## config.mk

```make
export PLATFORM = sky130hd
export DESIGN_NAME = multi_button_debounce_long_press
export DESIGN_NICKNAME = d
export VERILOG_FILES = /design/src/rtl/mbd_pkg.sv /design/src/rtl/multi_button_debounce_long_press.sv /design/src/rtl/mbd_lane.sv /design/src/rtl/mbd_merge.sv
export SDC_FILE = /design/constraint.sdc
export NUM_CORES = 1
export LEC_CHECK = 0
export ABC_AREA = 0
export BUFFER_PORTS_ARGS = -buffer_cell sky130_fd_sc_hd__buf_2
export CORE_UTILIZATION = 40
export DETAILED_ROUTE_END_ITERATION = 10
export PLACE_DENSITY = 0.64
export SYNTH_ARGS = -nofsm -noshare
export SYNTH_HDL_FRONTEND = slang
export SYNTH_SLANG_ARGS = --single-unit
```

## constraint.sdc

```tcl
create_clock -name clk -period 5.2 [get_ports clk]
set_input_delay 1.04 -clock clk [delete_from_list [all_inputs] [get_ports clk]]
set_output_delay 1.04 -clock clk [all_outputs]
set_load 0.02 [all_outputs]
```

## src/rtl/mbd_pkg.sv

```systemverilog
// shared types and constants for the multi-button debounce block
// no dependencies; used by every module of the block
package mbd_pkg;

  // widest button count the block supports
  localparam int MAX_BUTTONS = 8;
  localparam int NUM_BUTTONS_DEFAULT = 8;

  // history values
  localparam logic [7:0] HISTORY_RESET    = 8'h03;
  localparam logic [7:0] HISTORY_PRESSED  = 8'h00;
  localparam logic [7:0] HISTORY_RELEASED = 8'hff;

  // register reset values
  localparam logic [15:0] LONG_MS_RESET     = 16'd5000;
  localparam logic [2:0]  LONG_BUTTON_RESET = 3'd1;

  // register indexes on the configuration port
  localparam logic [1:0] REG_INVERT_MASK       = 2'd0;
  localparam logic [1:0] REG_LONG_PRESS_MS     = 2'd1;
  localparam logic [1:0] REG_LONG_PRESS_BUTTON = 2'd2;

  // what one lane reports for the current tick
  typedef struct packed {
    logic press;
    logic release_evt;
    logic all_ones;
  } lane_evt_t;

  // one result item
  typedef struct packed {
    logic [7:0] press_mask;
    logic [7:0] release_mask;
    logic       long_release;
    logic       all_released;
  } result_t;

endpackage

```

## src/rtl/multi_button_debounce_long_press.sv

```systemverilog
// top level of the multi-button debounce with long-press detection
// depends on mbd_pkg, mbd_lane and mbd_merge
//
//   channel   signals                                   direction  role
//   input     in_valid/in_ready, button_levels, now_ms  in         one scan tick
//   output    out_valid/out_ready, masks and flags      out        one result per tick
//   config    cfg_valid/cfg_ready, cfg_index, cfg_data  in         register writes
//
// every lane updates in the cycle of the input transfer; the result sits in
// an output register from the next cycle, so a tick can be taken every cycle unless the output stalls
// a new tick is taken while the output register is empty or being drained
// a stalled output holds its result and stops further input transfers
// synchronous reset restores histories to 0x03, all buttons released,
// and the registers to their reset values; config is always ready
module multi_button_debounce_long_press #(
  parameter int NUM_BUTTONS = mbd_pkg::NUM_BUTTONS_DEFAULT
) (
  input  logic        clk,
  input  logic        rst,
  input  logic        in_valid,
  output logic        in_ready,
  input  logic [7:0]  button_levels,
  input  logic [31:0] now_ms,
  output logic        out_valid,
  input  logic        out_ready,
  output logic [7:0]  press_mask,
  output logic [7:0]  release_mask,
  output logic        long_release,
  output logic        all_released,
  input  logic        cfg_valid,
  output logic        cfg_ready,
  input  logic [1:0]  cfg_index,
  input  logic [15:0] cfg_data
);

  logic [7:0]  invert_mask;
  logic [15:0] long_press_ms;
  logic [2:0]  long_press_button;
  logic        advance;
  logic [7:0]  levels;

  mbd_pkg::lane_evt_t [mbd_pkg::MAX_BUTTONS-1:0] evts;
  mbd_pkg::result_t                              result;

  assign cfg_ready = 1'b1;
  assign in_ready  = !out_valid || out_ready;
  assign advance   = in_valid && in_ready;
  assign levels    = button_levels ^ invert_mask;

  // configuration registers
  always_ff @(posedge clk) begin
    if (rst) begin
      invert_mask       <= 8'd0;
      long_press_ms     <= mbd_pkg::LONG_MS_RESET;
      long_press_button <= mbd_pkg::LONG_BUTTON_RESET;
    end else if (cfg_valid && cfg_ready) begin
      case (cfg_index)
        mbd_pkg::REG_INVERT_MASK:       invert_mask       <= cfg_data[7:0];
        mbd_pkg::REG_LONG_PRESS_MS:     long_press_ms     <= cfg_data;
        mbd_pkg::REG_LONG_PRESS_BUTTON: long_press_button <= cfg_data[2:0];
        default: ;
      endcase
    end
  end

  // one lane per button, unused lanes report nothing
  for (genvar b = 0; b < mbd_pkg::MAX_BUTTONS; b++) begin : g_lane
    if (b < NUM_BUTTONS) begin : g_used
      mbd_lane u_lane (
        .clk     (clk),
        .rst     (rst),
        .advance (advance),
        .level   (levels[b]),
        .evt     (evts[b])
      );
    end else begin : g_unused
      assign evts[b] = '0;
    end
  end

  mbd_merge #(
    .NUM_BUTTONS (NUM_BUTTONS)
  ) u_merge (
    .clk               (clk),
    .rst               (rst),
    .advance           (advance),
    .evts              (evts),
    .now_ms            (now_ms),
    .long_press_ms     (long_press_ms),
    .long_press_button (long_press_button),
    .result            (result)
  );

  // output register
  always_ff @(posedge clk) begin
    if (rst) begin
      out_valid <= 1'b0;
    end else if (advance) begin
      out_valid <= 1'b1;
    end else if (out_ready) begin
      out_valid <= 1'b0;
    end
  end

  always_ff @(posedge clk) begin
    if (advance) begin
      press_mask   <= result.press_mask;
      release_mask <= result.release_mask;
      long_release <= result.long_release;
      all_released <= result.all_released;
    end
  end

  // an input transfer always leaves a result waiting
  a_accept_gives_result: assert property (@(posedge clk) disable iff (rst)
    advance |=> out_valid)
    else $error("input transfer without a result");

  // a button cannot press and release in one tick
  a_no_overlap: assert property (@(posedge clk) disable iff (rst)
    out_valid |-> ((press_mask & release_mask) == 8'd0))
    else $error("press and release on the same button");

  // all histories at all ones rule out any press
  a_released_no_press: assert property (@(posedge clk) disable iff (rst)
    (out_valid && all_released) |-> (press_mask == 8'd0))
    else $error("press reported while all released");

endmodule

```

## src/rtl/mbd_lane.sv

```systemverilog
// one debounce lane: 8-bit shift history and debounced pressed flag
// depends on mbd_pkg
module mbd_lane (
  input  logic               clk,
  input  logic               rst,
  input  logic               advance,
  input  logic               level,
  output mbd_pkg::lane_evt_t evt
);

  logic [7:0] history;
  logic       pressed;
  logic [7:0] history_next;

  // new history with the current level as low bit
  assign history_next    = {history[6:0], level};
  assign evt.press       = (history_next == mbd_pkg::HISTORY_PRESSED) && !pressed;
  assign evt.release_evt = (history_next == mbd_pkg::HISTORY_RELEASED) && pressed;
  assign evt.all_ones    = (history_next == mbd_pkg::HISTORY_RELEASED);

  // state update on each accepted tick
  always_ff @(posedge clk) begin
    if (rst) begin
      history <= mbd_pkg::HISTORY_RESET;
      pressed <= 1'b0;
    end else if (advance) begin
      history <= history_next;
      if (evt.press) begin
        pressed <= 1'b1;
      end else if (evt.release_evt) begin
        pressed <= 1'b0;
      end
    end
  end

endmodule

```

## src/rtl/mbd_merge.sv

```systemverilog
// merging stage: combines lane events into masks and judges long releases
// depends on mbd_pkg; holds the press timestamp of the long-press button
module mbd_merge #(
  parameter int NUM_BUTTONS = mbd_pkg::NUM_BUTTONS_DEFAULT
) (
  input  logic                                          clk,
  input  logic                                          rst,
  input  logic                                          advance,
  input  mbd_pkg::lane_evt_t [mbd_pkg::MAX_BUTTONS-1:0] evts,
  input  logic [31:0]                                   now_ms,
  input  logic [15:0]                                   long_press_ms,
  input  logic [2:0]                                    long_press_button,
  output mbd_pkg::result_t                              result
);

  logic [31:0] press_time;
  logic [31:0] hold;
  logic        long_ok;
  logic        long_hit;

  // hold measured modulo 2^32 against the unsigned threshold
  assign hold     = now_ms - press_time;
  assign long_ok  = hold >= {16'd0, long_press_ms};
  assign long_hit = evts[long_press_button].release_evt && long_ok;

  // combine lanes; lanes beyond the button count report nothing
  always_comb begin
    result.all_released = 1'b1;
    for (int b = 0; b < mbd_pkg::MAX_BUTTONS; b++) begin
      result.press_mask[b]   = evts[b].press;
      result.release_mask[b] = evts[b].release_evt &&
                               !(long_hit && (long_press_button == 3'(b)));
      if (b < NUM_BUTTONS) begin
        result.all_released = result.all_released & evts[b].all_ones;
      end
    end
    result.long_release = long_hit;
  end

  // timestamp taken when the long-press button turns pressed
  always_ff @(posedge clk) begin
    if (rst) begin
      press_time <= 32'd0;
    end else if (advance && evts[long_press_button].press) begin
      press_time <= now_ms;
    end
  end

endmodule
```

==> After elaboration in Yosys (flattened, before gate mapping) <==
Index checks and enable logic that the tools add are counted.
{ "totals": {"ff_bits": 142} }
{ "classes": {"add_sub_neg": 1, "order_cmp": 2, "n_eq_ne": 17, "n_reduce_logical": 83, "n_mux": 20, "bitwise_logic": 8} }
{ "op_table": {"columns": ["operator", "count"], "rows": [
  ["8-bit == test (second input constant)", 8],
  ["8-bit logical NOT", 8],
  ["1-bit logical AND", 35],
  ["32-bit by 16-bit greater-or-equal comparator with 1-bit output", 1],
  ["32-bit subtractor", 1],
  ["2-bit AND reduction", 11],
  ["1-bit 2-to-1 mux", 18],
  ["2-bit nonzero test", 9],
  ["1-bit logical NOT", 17],
  ["3-bit == test (second input constant)", 4],
  ["3-bit binary-select mux with 3-bit select", 1],
  ["8-bit XOR", 1],
  ["1-bit AND", 7],
  ["3-bit by 2-bit == test with 1-bit output (second input constant)", 2],
  ["3-bit by 4-bit < comparator with 1-bit output (second input constant)", 1],
  ["3-bit by 1-bit == test with 1-bit output (second input constant)", 1],
  ["3-bit logical NOT", 1],
  ["3-bit 2-to-1 mux", 1],
  ["2-bit by 1-bit == test with 1-bit output (second input constant)", 1],
  ["2-bit == test (second input constant)", 1],
  ["2-bit logical NOT", 1],
  ["1-bit logical OR", 1]
]} }

==> Logic depth before layout (Yosys ltp) <==
Gate-level depths: netlist of run 1.
{ "logic_depth": {"ltp_word": 9, "ltp_mapped": 19} }

==> By module <==
From an unflattened synthesis of run 1, not the netlist that was laid out.
{ "hier_totals": {"hier_cells": 984, "area_unflattened_um2": 8637.0} }
{ "modules_own_cells": {"columns": ["module", "seq_area_each_um2", "area_each_um2", "cells_each", "instances"], "rows": [
  ["mbd_merge", 640.6, 4065.1, 551, 1],
  ["mbd_lane", 160.2, 344.1, 36, 8],
  ["multi_button_debounce_long_press", 1101.1, 1819.2, 145, 1]
]} }

==> Least setup slack after synthesis of run 1 <==
OpenSTA, ideal clock, no wires.
{ "synth_path": {"path_type": "input to register", "startpoint": "input now_ms[0]", "endpoint": "register long_release (data pin)", "n_path_buf": 0, "cell_stages": 18, "path_slack_ps": 566, "arrival_time_ps": 4378, "required_time_ps": 4944, "setup_time_ps": 256, "cell_sequence": "inv_1 > ha_1 > fa_1 > nand2b_1 > a21oi_2 > nor2_1 > or4_4 > nand2_1 > xor2_1 > ha_1 > nor2b_1 > o21ai_0 > o2111ai_1 > nor3_1 > o2111ai_1 > nor4_4 > nand4_4 > o211a_1"} }
{ "synth_rtl": {"columns": ["item", "line_no", "text"], "rows": [
  ["start: declaration", "multi_button_debounce_long_press.sv:23", "input logic [31:0] now_ms,"],
  ["end signal: assignment", "multi_button_debounce_long_press.sv:109", "long_release <= result.long_release;"],
  ["end: declaration", "multi_button_debounce_long_press.sv:28", "output logic long_release,"]
]} }

==> flow_metrics.env, run 1 <==
export IMPL_synth_edf_count=18
export IMPL_status="finished, final reports clean"
export IMPL_slew_viol_final=0
export IMPL_cap_violations=0
export IMPL_place_gp_congestion=0.8767
export IMPL_die_h_um=143.0
export IMPL_netlist_area_um2=7950
export IMPL_setup_viol_count_final=0
export IMPL_reg2reg_depth=17
export IMPL_fmax_mhz=208.7
export IMPL_die_w_um=143.0
export IMPL_finalCriticalPeriod_ns=4.790
export IMPL_r2r_slack_ns=0.74
export IMPL_cts_resized=0
export IMPL_cts_sinks=142
export IMPL_synthAdderAreaFrac_pct=7.649
export IMPL_io_pins=84
export IMPL_grt_overflow=0
export IMPL_rows=51
export IMPL_grt_pass1_wl_mm=29.79
export IMPL_synth_compound_area_share_pct=16.89
export IMPL_holdPathStages=2
export IMPL_dpl_cell_area_um2=8537
export IMPL_synth_xor_area_share_pct=3.085
export IMPL_synth_cell_types=71
export IMPL_regToRegEndpoint="release_mask[7]$_DFFE_PP_"
export IMPL_cp_required_ns=5.44
export IMPL_final_common_cell="nand2_1"
export IMPL_synth_ff_type="dfxtp_1"
export IMPL_synth_top_family_by_area="simple AND/OR/NAND/NOR gates"
export IMPL_setup_slack_ns=0.4095
export IMPL_peakVddDrop_v=0.0002156
export IMPL_gr_usage_met2_pct=27.96
export IMPL_ys_top_cells_by_area="dfxtp_1 31%, nand2_1 8.2%, ha_1 7.4%"
export IMPL_drtPass1Iterations=6
export IMPL_wl_mm=18.33
export IMPL_antenna_left=0
export IMPL_post_place_cells=1267
export IMPL_synth_warnings=0
export IMPL_design_area_um2=9135
export IMPL_worst_endpoint_arrival_ns=5.03
export IMPL_post_drt_wl_per_cell_um=14.11
export IMPL_clk_latency_ns=0.42
export IMPL_hold_start="long_press_ms[13]$_SDFFE_PP0P_"
export IMPL_first_iter_violations=554
export IMPL_critPathLaunchType="input port"
export IMPL_finClkSkew_ns=0.01091
export IMPL_synthCells=966
export IMPL_cts_buffers_inserted=17
export IMPL_antenna_found_initial=0
export IMPL_grt_util_met3_pct=3.488
export IMPL_syn_nets=1077
export IMPL_avgViaCountPerCell=5.306
export IMPL_finalHoldViolCount=0
export IMPL_holdCritPathClass="reg2reg"
export IMPL_async_flop_share_pct=0
export IMPL_synth_top_area_share_pct=31.22
export IMPL_io_buffers=82
export IMPL_met1_usage_pct=26.17
export IMPL_area_growth_synth_to_final_pct=14.90
export IMPL_cts_buffer_depth=2
export IMPL_rr_startpoint="u_merge.press_time[1]$_SDFFE_PP0P_"
export IMPL_antenna_cells=0
export IMPL_start_util_pct=40.85
export IMPL_hold_slack_ns=0.4557
export IMPL_power_leakage_nw=3.726
export IMPL_final_cell_mix="172 x nand2_1, 124 x dfxtp_1, 101 x a21oi_1"
export IMPL_hold_end="long_press_ms[13]$_SDFFE_PP0P_"
export IMPL_synth_simple_gate_area_share_pct=22.21
export IMPL_hold_buffers=0
export IMPL_ys_seq_area_share_pct=38.02
export IMPL_p_per_area_nw_per_um2=305.3
export IMPL_track_usage_pct=18.32
export IMPL_cts_tree="built"
export IMPL_grt_setup_unrepaired="false"
export IMPL_synth_seq_cells=142
export IMPL_slowest_delay_ns=0.52
export IMPL_cp_max_fo=9
export IMPL_layoutNonFillerInstCount=1299
export IMPL_crit_buf_inv=2
export IMPL_route_detailed_drc=0
export IMPL_worst_pin_slew_ns=1.060
export IMPL_end_kind="flip-flop"
export IMPL_synth_top_area_cell="dfxtp_1"
export IMPL_vias=6893
export IMPL_coreArea_um2=19460
export IMPL_fillCellCount=1913
export IMPL_postCtsSetupRepairBufs=0
export IMPL_dp_hpwl_mm=13.31
export IMPL_grt_busiest_layer="met2"
export IMPL_path_class="in2reg"
export IMPL_clk_pin_slew_ns=0.06
export IMPL_period_share_pct=92.12
export IMPL_syn_avg_cell_area_um2=8.230
export IMPL_dieArea_um2=20440
export IMPL_slew_headroom_pct=29.34
export IMPL_dp_slack_ns=-0.01645
export IMPL_htree_num_levels=4
export IMPL_synth_mux_area_share_pct=6.689
export IMPL_grt_pass1_vias=6099
export IMPL_drive_gt1_share_pct=13.83
export IMPL_crit_path_top_delay_cell="or4_4"
export IMPL_critPathTopFamily="simple AND/OR/NAND/NOR gates"
export IMPL_nets=1132
export IMPL_grt_start_max_net_pins=82
export IMPL_path_cells="buf_2 -> inv_1 -> ha_1 -> fa_1 -> nand2b_1 -> a21oi_2 -> nor2_1 -> or4_4 -> nand2_1 -> xor2_1 -> ha_1 -> nor2b_1 -> o21ai_0 -> o2111ai_1 -> nor3_1 -> o2111ai_1 -> nor4_4 -> nand4_4 -> a41oi_1"
export IMPL_cts_root_buf="clkbuf_16"
## kinds of logic after synthesis
kind of cell    Yosys count
xor+xnor                 28
compound gates          206
other cells               1
simple gates            381
buf+inv                 111
mux                      49
flops                   142
fa+ha+maj                48
## metal layers
metal / share of wire, % / vias to the layer above / routed length, µm
met5: 0 / - / 0
met4: 0.75 / 0 / 137
met3: 4.8 / 15 / 875
met2: 45 / 167 / 8208
met1: 50 / 3220 / 9104
li1: - / 3491 / -
## sequential cells by signal (all words and copies together) (netlist names)
| register | cells |
|---|---|
| g_lane.g_used.u_lane.history | 56 |
| invert_mask | 8 |
| press_mask | 8 |
| out_valid | 1 |
| long_press_button | 3 |
| long_press_ms | 16 |
| u_merge.press_time | 32 |
| release_mask | 8 |
| all_released | 1 |
| long_release | 1 |
| g_lane.g_used.u_lane.pressed | 8 |
## how the worst max path moves through the flow
stage	start	to	slack [ns]	cells after the start
floorplan	now_ms[0]	long_release$_DFFE_PP_	0.57	18
global placement	now_ms[0]	release_mask[3]$_DFFE_PP_	0.13	19
detailed placement	now_ms[0]	release_mask[7]$_DFFE_PP_	-0.02	19
CTS	now_ms[0]	release_mask[7]$_DFFE_PP_	0.42	19
global route	now_ms[0]	release_mask[7]$_DFFE_PP_	0.03	19
finish	now_ms[0]	release_mask[7]$_DFFE_PP_	0.41	19
## per-stage QoR
stage	utilization (%)	total power, mW	TNS, ns
5_1_grt	46.94	2.924	0
3_3_place_gp	43.86	1.574	0
3_5_place_dp	43.86	1.577	-0.01645
6_report	46.94	2.789	0
2_1_floorplan	-	1.470	0
4_1_cts	46.94	2.818	0
## area by class of cell
| type | instances | area [µm²] | share of cell area (%) |
|---|---|---|---|
| flip-flops and latches | 142 | 3023 | 33.09 |
| repair buffers | 87 | 450.4 | 4.931 |
| multi-input cells | 713 | 4507 | 49.34 |
| clock buffers | 17 | 425.4 | 4.657 |
| inverters | 60 | 225.2 | 2.465 |
| clock inverters | 15 | 172.7 | 1.890 |
| well taps | 265 | 331.6 | 3.630 |
## tightest hold or removal path: stages, from the launching register on
cell and delay [ns]:
dfxtp_1 0.31, nand2_1 0.05, a21oi_1 0.05
## power by group
group	switching [mW]	total, mW	internal [mW]	leakage, nW
registers	0.0295	1.18	1.15	1.19
clock network	0.513	1.24	0.723	0.291
logic	0.225	0.377	0.152	2.24
## cells in the mapped netlist (all sizes together) (2+ instances only)
library cell	n
o211a	3
mux4	3
clkbuf	41
a2111oi	2
inv	60
o21ai	22
nand2b	6
o21a	14
nor2b	7
mux2i	43
nor3	17
o211ai	2
nor4	23
a211o	14
nor3b	2
edfxtp	18
xnor2	22
nand3b	11
a211oi	5
and3	11
o2111ai	3
nand4	23
a41oi	5
a21o	7
nand2	174
a21oi	102
a31oi	4
xor2	6
a22oi	7
dfxtp	124
a311oi	3
mux2	3
ha	47
nand3	13
nor2	87
buf	10
Power figures use the tool's default switching activity.
==> run 2, diff against run 1 <==
- PLACE_DENSITY: 0.64 -> unset
- PLACE_DENSITY_LB_ADDON: unset -> 0.25
==> run 2 against run 1 <==
Compared with the run above:
- sequential share of layout area is 0.082 points higher
- combinational power hardly changed
- clock power is 4% lower
- via count is 0.97% lower
- register-to-register slack better by 0.03 ns
- critical path type unchanged
- largest power group unchanged
- highest routed layer unchanged
==> flow_metrics.env, run 2 (synthesis results as in run 1) <==
export IMPL_finalHoldViolCount=0
export IMPL_grt_start_max_net_pins=83
export IMPL_die_h_um=143.0
export IMPL_hold_slack_ns=0.4566
export IMPL_postCtsSetupRepairBufs=0
export IMPL_power_leakage_nw=3.716
export IMPL_worst_endpoint_arrival_ns=5.00
export IMPL_grt_overflow=0
export IMPL_clk_pin_slew_ns=0.06
export IMPL_finalSetupTns_ns=0
export IMPL_slew_headroom_pct=30.45
export IMPL_cts_tree="built"
export IMPL_fmax_mhz=210.4
export IMPL_cap_violations=0
export IMPL_finalCriticalPeriod_ns=4.753
export IMPL_critPathLaunchType="input port"
export IMPL_cts_root_buf="clkbuf_16"
export IMPL_clk_latency_ns=0.43
export IMPL_hold_buffers=0
export IMPL_coreArea_um2=19460
export IMPL_antenna_cells=0
export IMPL_die_w_um=143.0
export IMPL_period_share_pct=91.40
export IMPL_place_gp_congestion=0.8721
export IMPL_cp_max_fo=9
export IMPL_cp_required_ns=5.44
export IMPL_cts_sinks=142
export IMPL_grt_pass1_vias=6234
export IMPL_largest_register="g_lane.g_used.u_lane.history"
export IMPL_avgViaCountPerCell=5.255
export IMPL_holdPathStages=2
export IMPL_drive_gt1_share_pct=13.83
export IMPL_final_cell_mix="172 x nand2_1, 124 x dfxtp_1, 101 x a21oi_1"
export IMPL_nets=1132
export IMPL_antenna_left=0
export IMPL_post_drt_wl_per_cell_um=14.30
export IMPL_setup_viol_count_final=0
export IMPL_path_class="in2reg"
export IMPL_p_per_area_nw_per_um2=301.7
export IMPL_cts_buffer_depth=2
export IMPL_peakVddDrop_v=0.0001994
export IMPL_holdCritPathClass="reg2reg"
export IMPL_start_util_pct=40.85
export IMPL_wl_mm=18.58
export IMPL_cts_resized=0
export IMPL_cts_buffers_inserted=17
export IMPL_first_iter_violations=459
export IMPL_largest_reg_flops=56
export IMPL_dp_hpwl_mm=13.49
export IMPL_final_common_cell="nand2_1"
export IMPL_finClkSkew_ns=0.01454
export IMPL_grt_setup_unrepaired="false"
export IMPL_grt_pass1_wl_mm=30.54
export IMPL_io_pins=84
export IMPL_rows=51
export IMPL_top_regs="g_lane.g_used.u_lane.history x56, u_merge.press_time x32, long_press_ms x16"
export IMPL_status="finished, final reports clean"
export IMPL_slew_viol_final=0
export IMPL_worst_pin_slew_ns=1.040
export IMPL_track_usage_pct=18.83
export IMPL_io_buffers=82
export IMPL_vias=6826
export IMPL_antenna_found_initial=0
export IMPL_htree_num_levels=4
export IMPL_dieArea_um2=20440
export IMPL_route_detailed_drc=0
export IMPL_drtPass1Iterations=4
export IMPL_reg2reg_depth=17
export IMPL_end_kind="flip-flop"
export IMPL_area_growth_synth_to_final_pct=14.62
-- run 2: cell types whose count changed in the layout (fill, tap and decap cells not counted) --
cell       change
clkinv_2       +1
bufinv_16      -1
inv_4          -1
clkinv_4       +1
-- run 2: final cells by class --
| class | instances | area, µm² |
|---|---|---|
| clock buffer | 17 | 425.4 |
| fill | 1954 | 10350 |
| inverter | 60 | 225.2 |
| tap | 265 | 331.6 |
| timing repair buffer | 87 | 450.4 |
| multi-input combinational | 713 | 4507 |
| clock inverter | 15 | 150.1 |
| sequential | 142 | 3023 |
-- run 2: where the power goes --
part | total [mW] | internal (mW) | switching, mW
registers | 1.18 | 1.15 | 0.0300
logic | 0.378 | 0.152 | 0.227
clock network | 1.19 | 0.674 | 0.520
-- run 2: per-layer routing --
layer | GRT usage, % | part of all wire, % | up-vias
li1 | - | - | 3500
met4 | 5.037 | 1.0 | 0
met5 | 0 | 0 | -
met1 | 26.66 | 51 | 3180
met3 | 3.924 | 4.1 | 17
met2 | 28.78 | 44 | 129
-- run 2: worst paths after layout --
check	slack, ns	end	startpoint
worst max-delay path	0.45	release_mask[1]$_DFFE_PP_	now_ms[0]
worst min-delay path	0.46	long_press_ms[14]$_SDFFE_PP0P_	long_press_ms[14]$_SDFFE_PP0P_
worst max register to register	0.77	release_mask[1]$_DFFE_PP_	u_merge.press_time[1]$_SDFFE_PP0P_
worst min register to register	0.46	long_press_ms[14]$_SDFFE_PP0P_	long_press_ms[14]$_SDFFE_PP0P_
-- run 2: worst max-delay path, stage by stage --
cell	delay [ns]
buf_2	0.07
inv_1	0.05
ha_1	0.23
fa_1	0.41
nand2b_1	0.19
a21oi_2	0.20
nor3_1	0.08
o21a_1	0.19
xnor2_1	0.12
ha_1	0.18
a21o_1	0.15
a21o_2	0.22
a2111oi_4	0.35
o32ai_1	0.13
a311oi_1	0.31
o2111ai_1	0.21
nor4_4	0.34
nand4_4	0.21
a41oi_1	0.30
-- run 2: through the flow --
step           worst slack [ns]  power (mW)  area, µm²  util, %  cells
3_3_place_gp             0.1431       1.576       8537    43.86   1267
6_report                 0.4471       2.750       9112    46.82   1299
3_5_place_dp            0.02431       1.578       8537    43.86   1267
2_1_floorplan            0.5663       1.470       7950        -    966
4_1_cts                  0.4183       2.780       9112    46.82   1299
5_1_grt                  0.2084       2.879       9112    46.82   1299
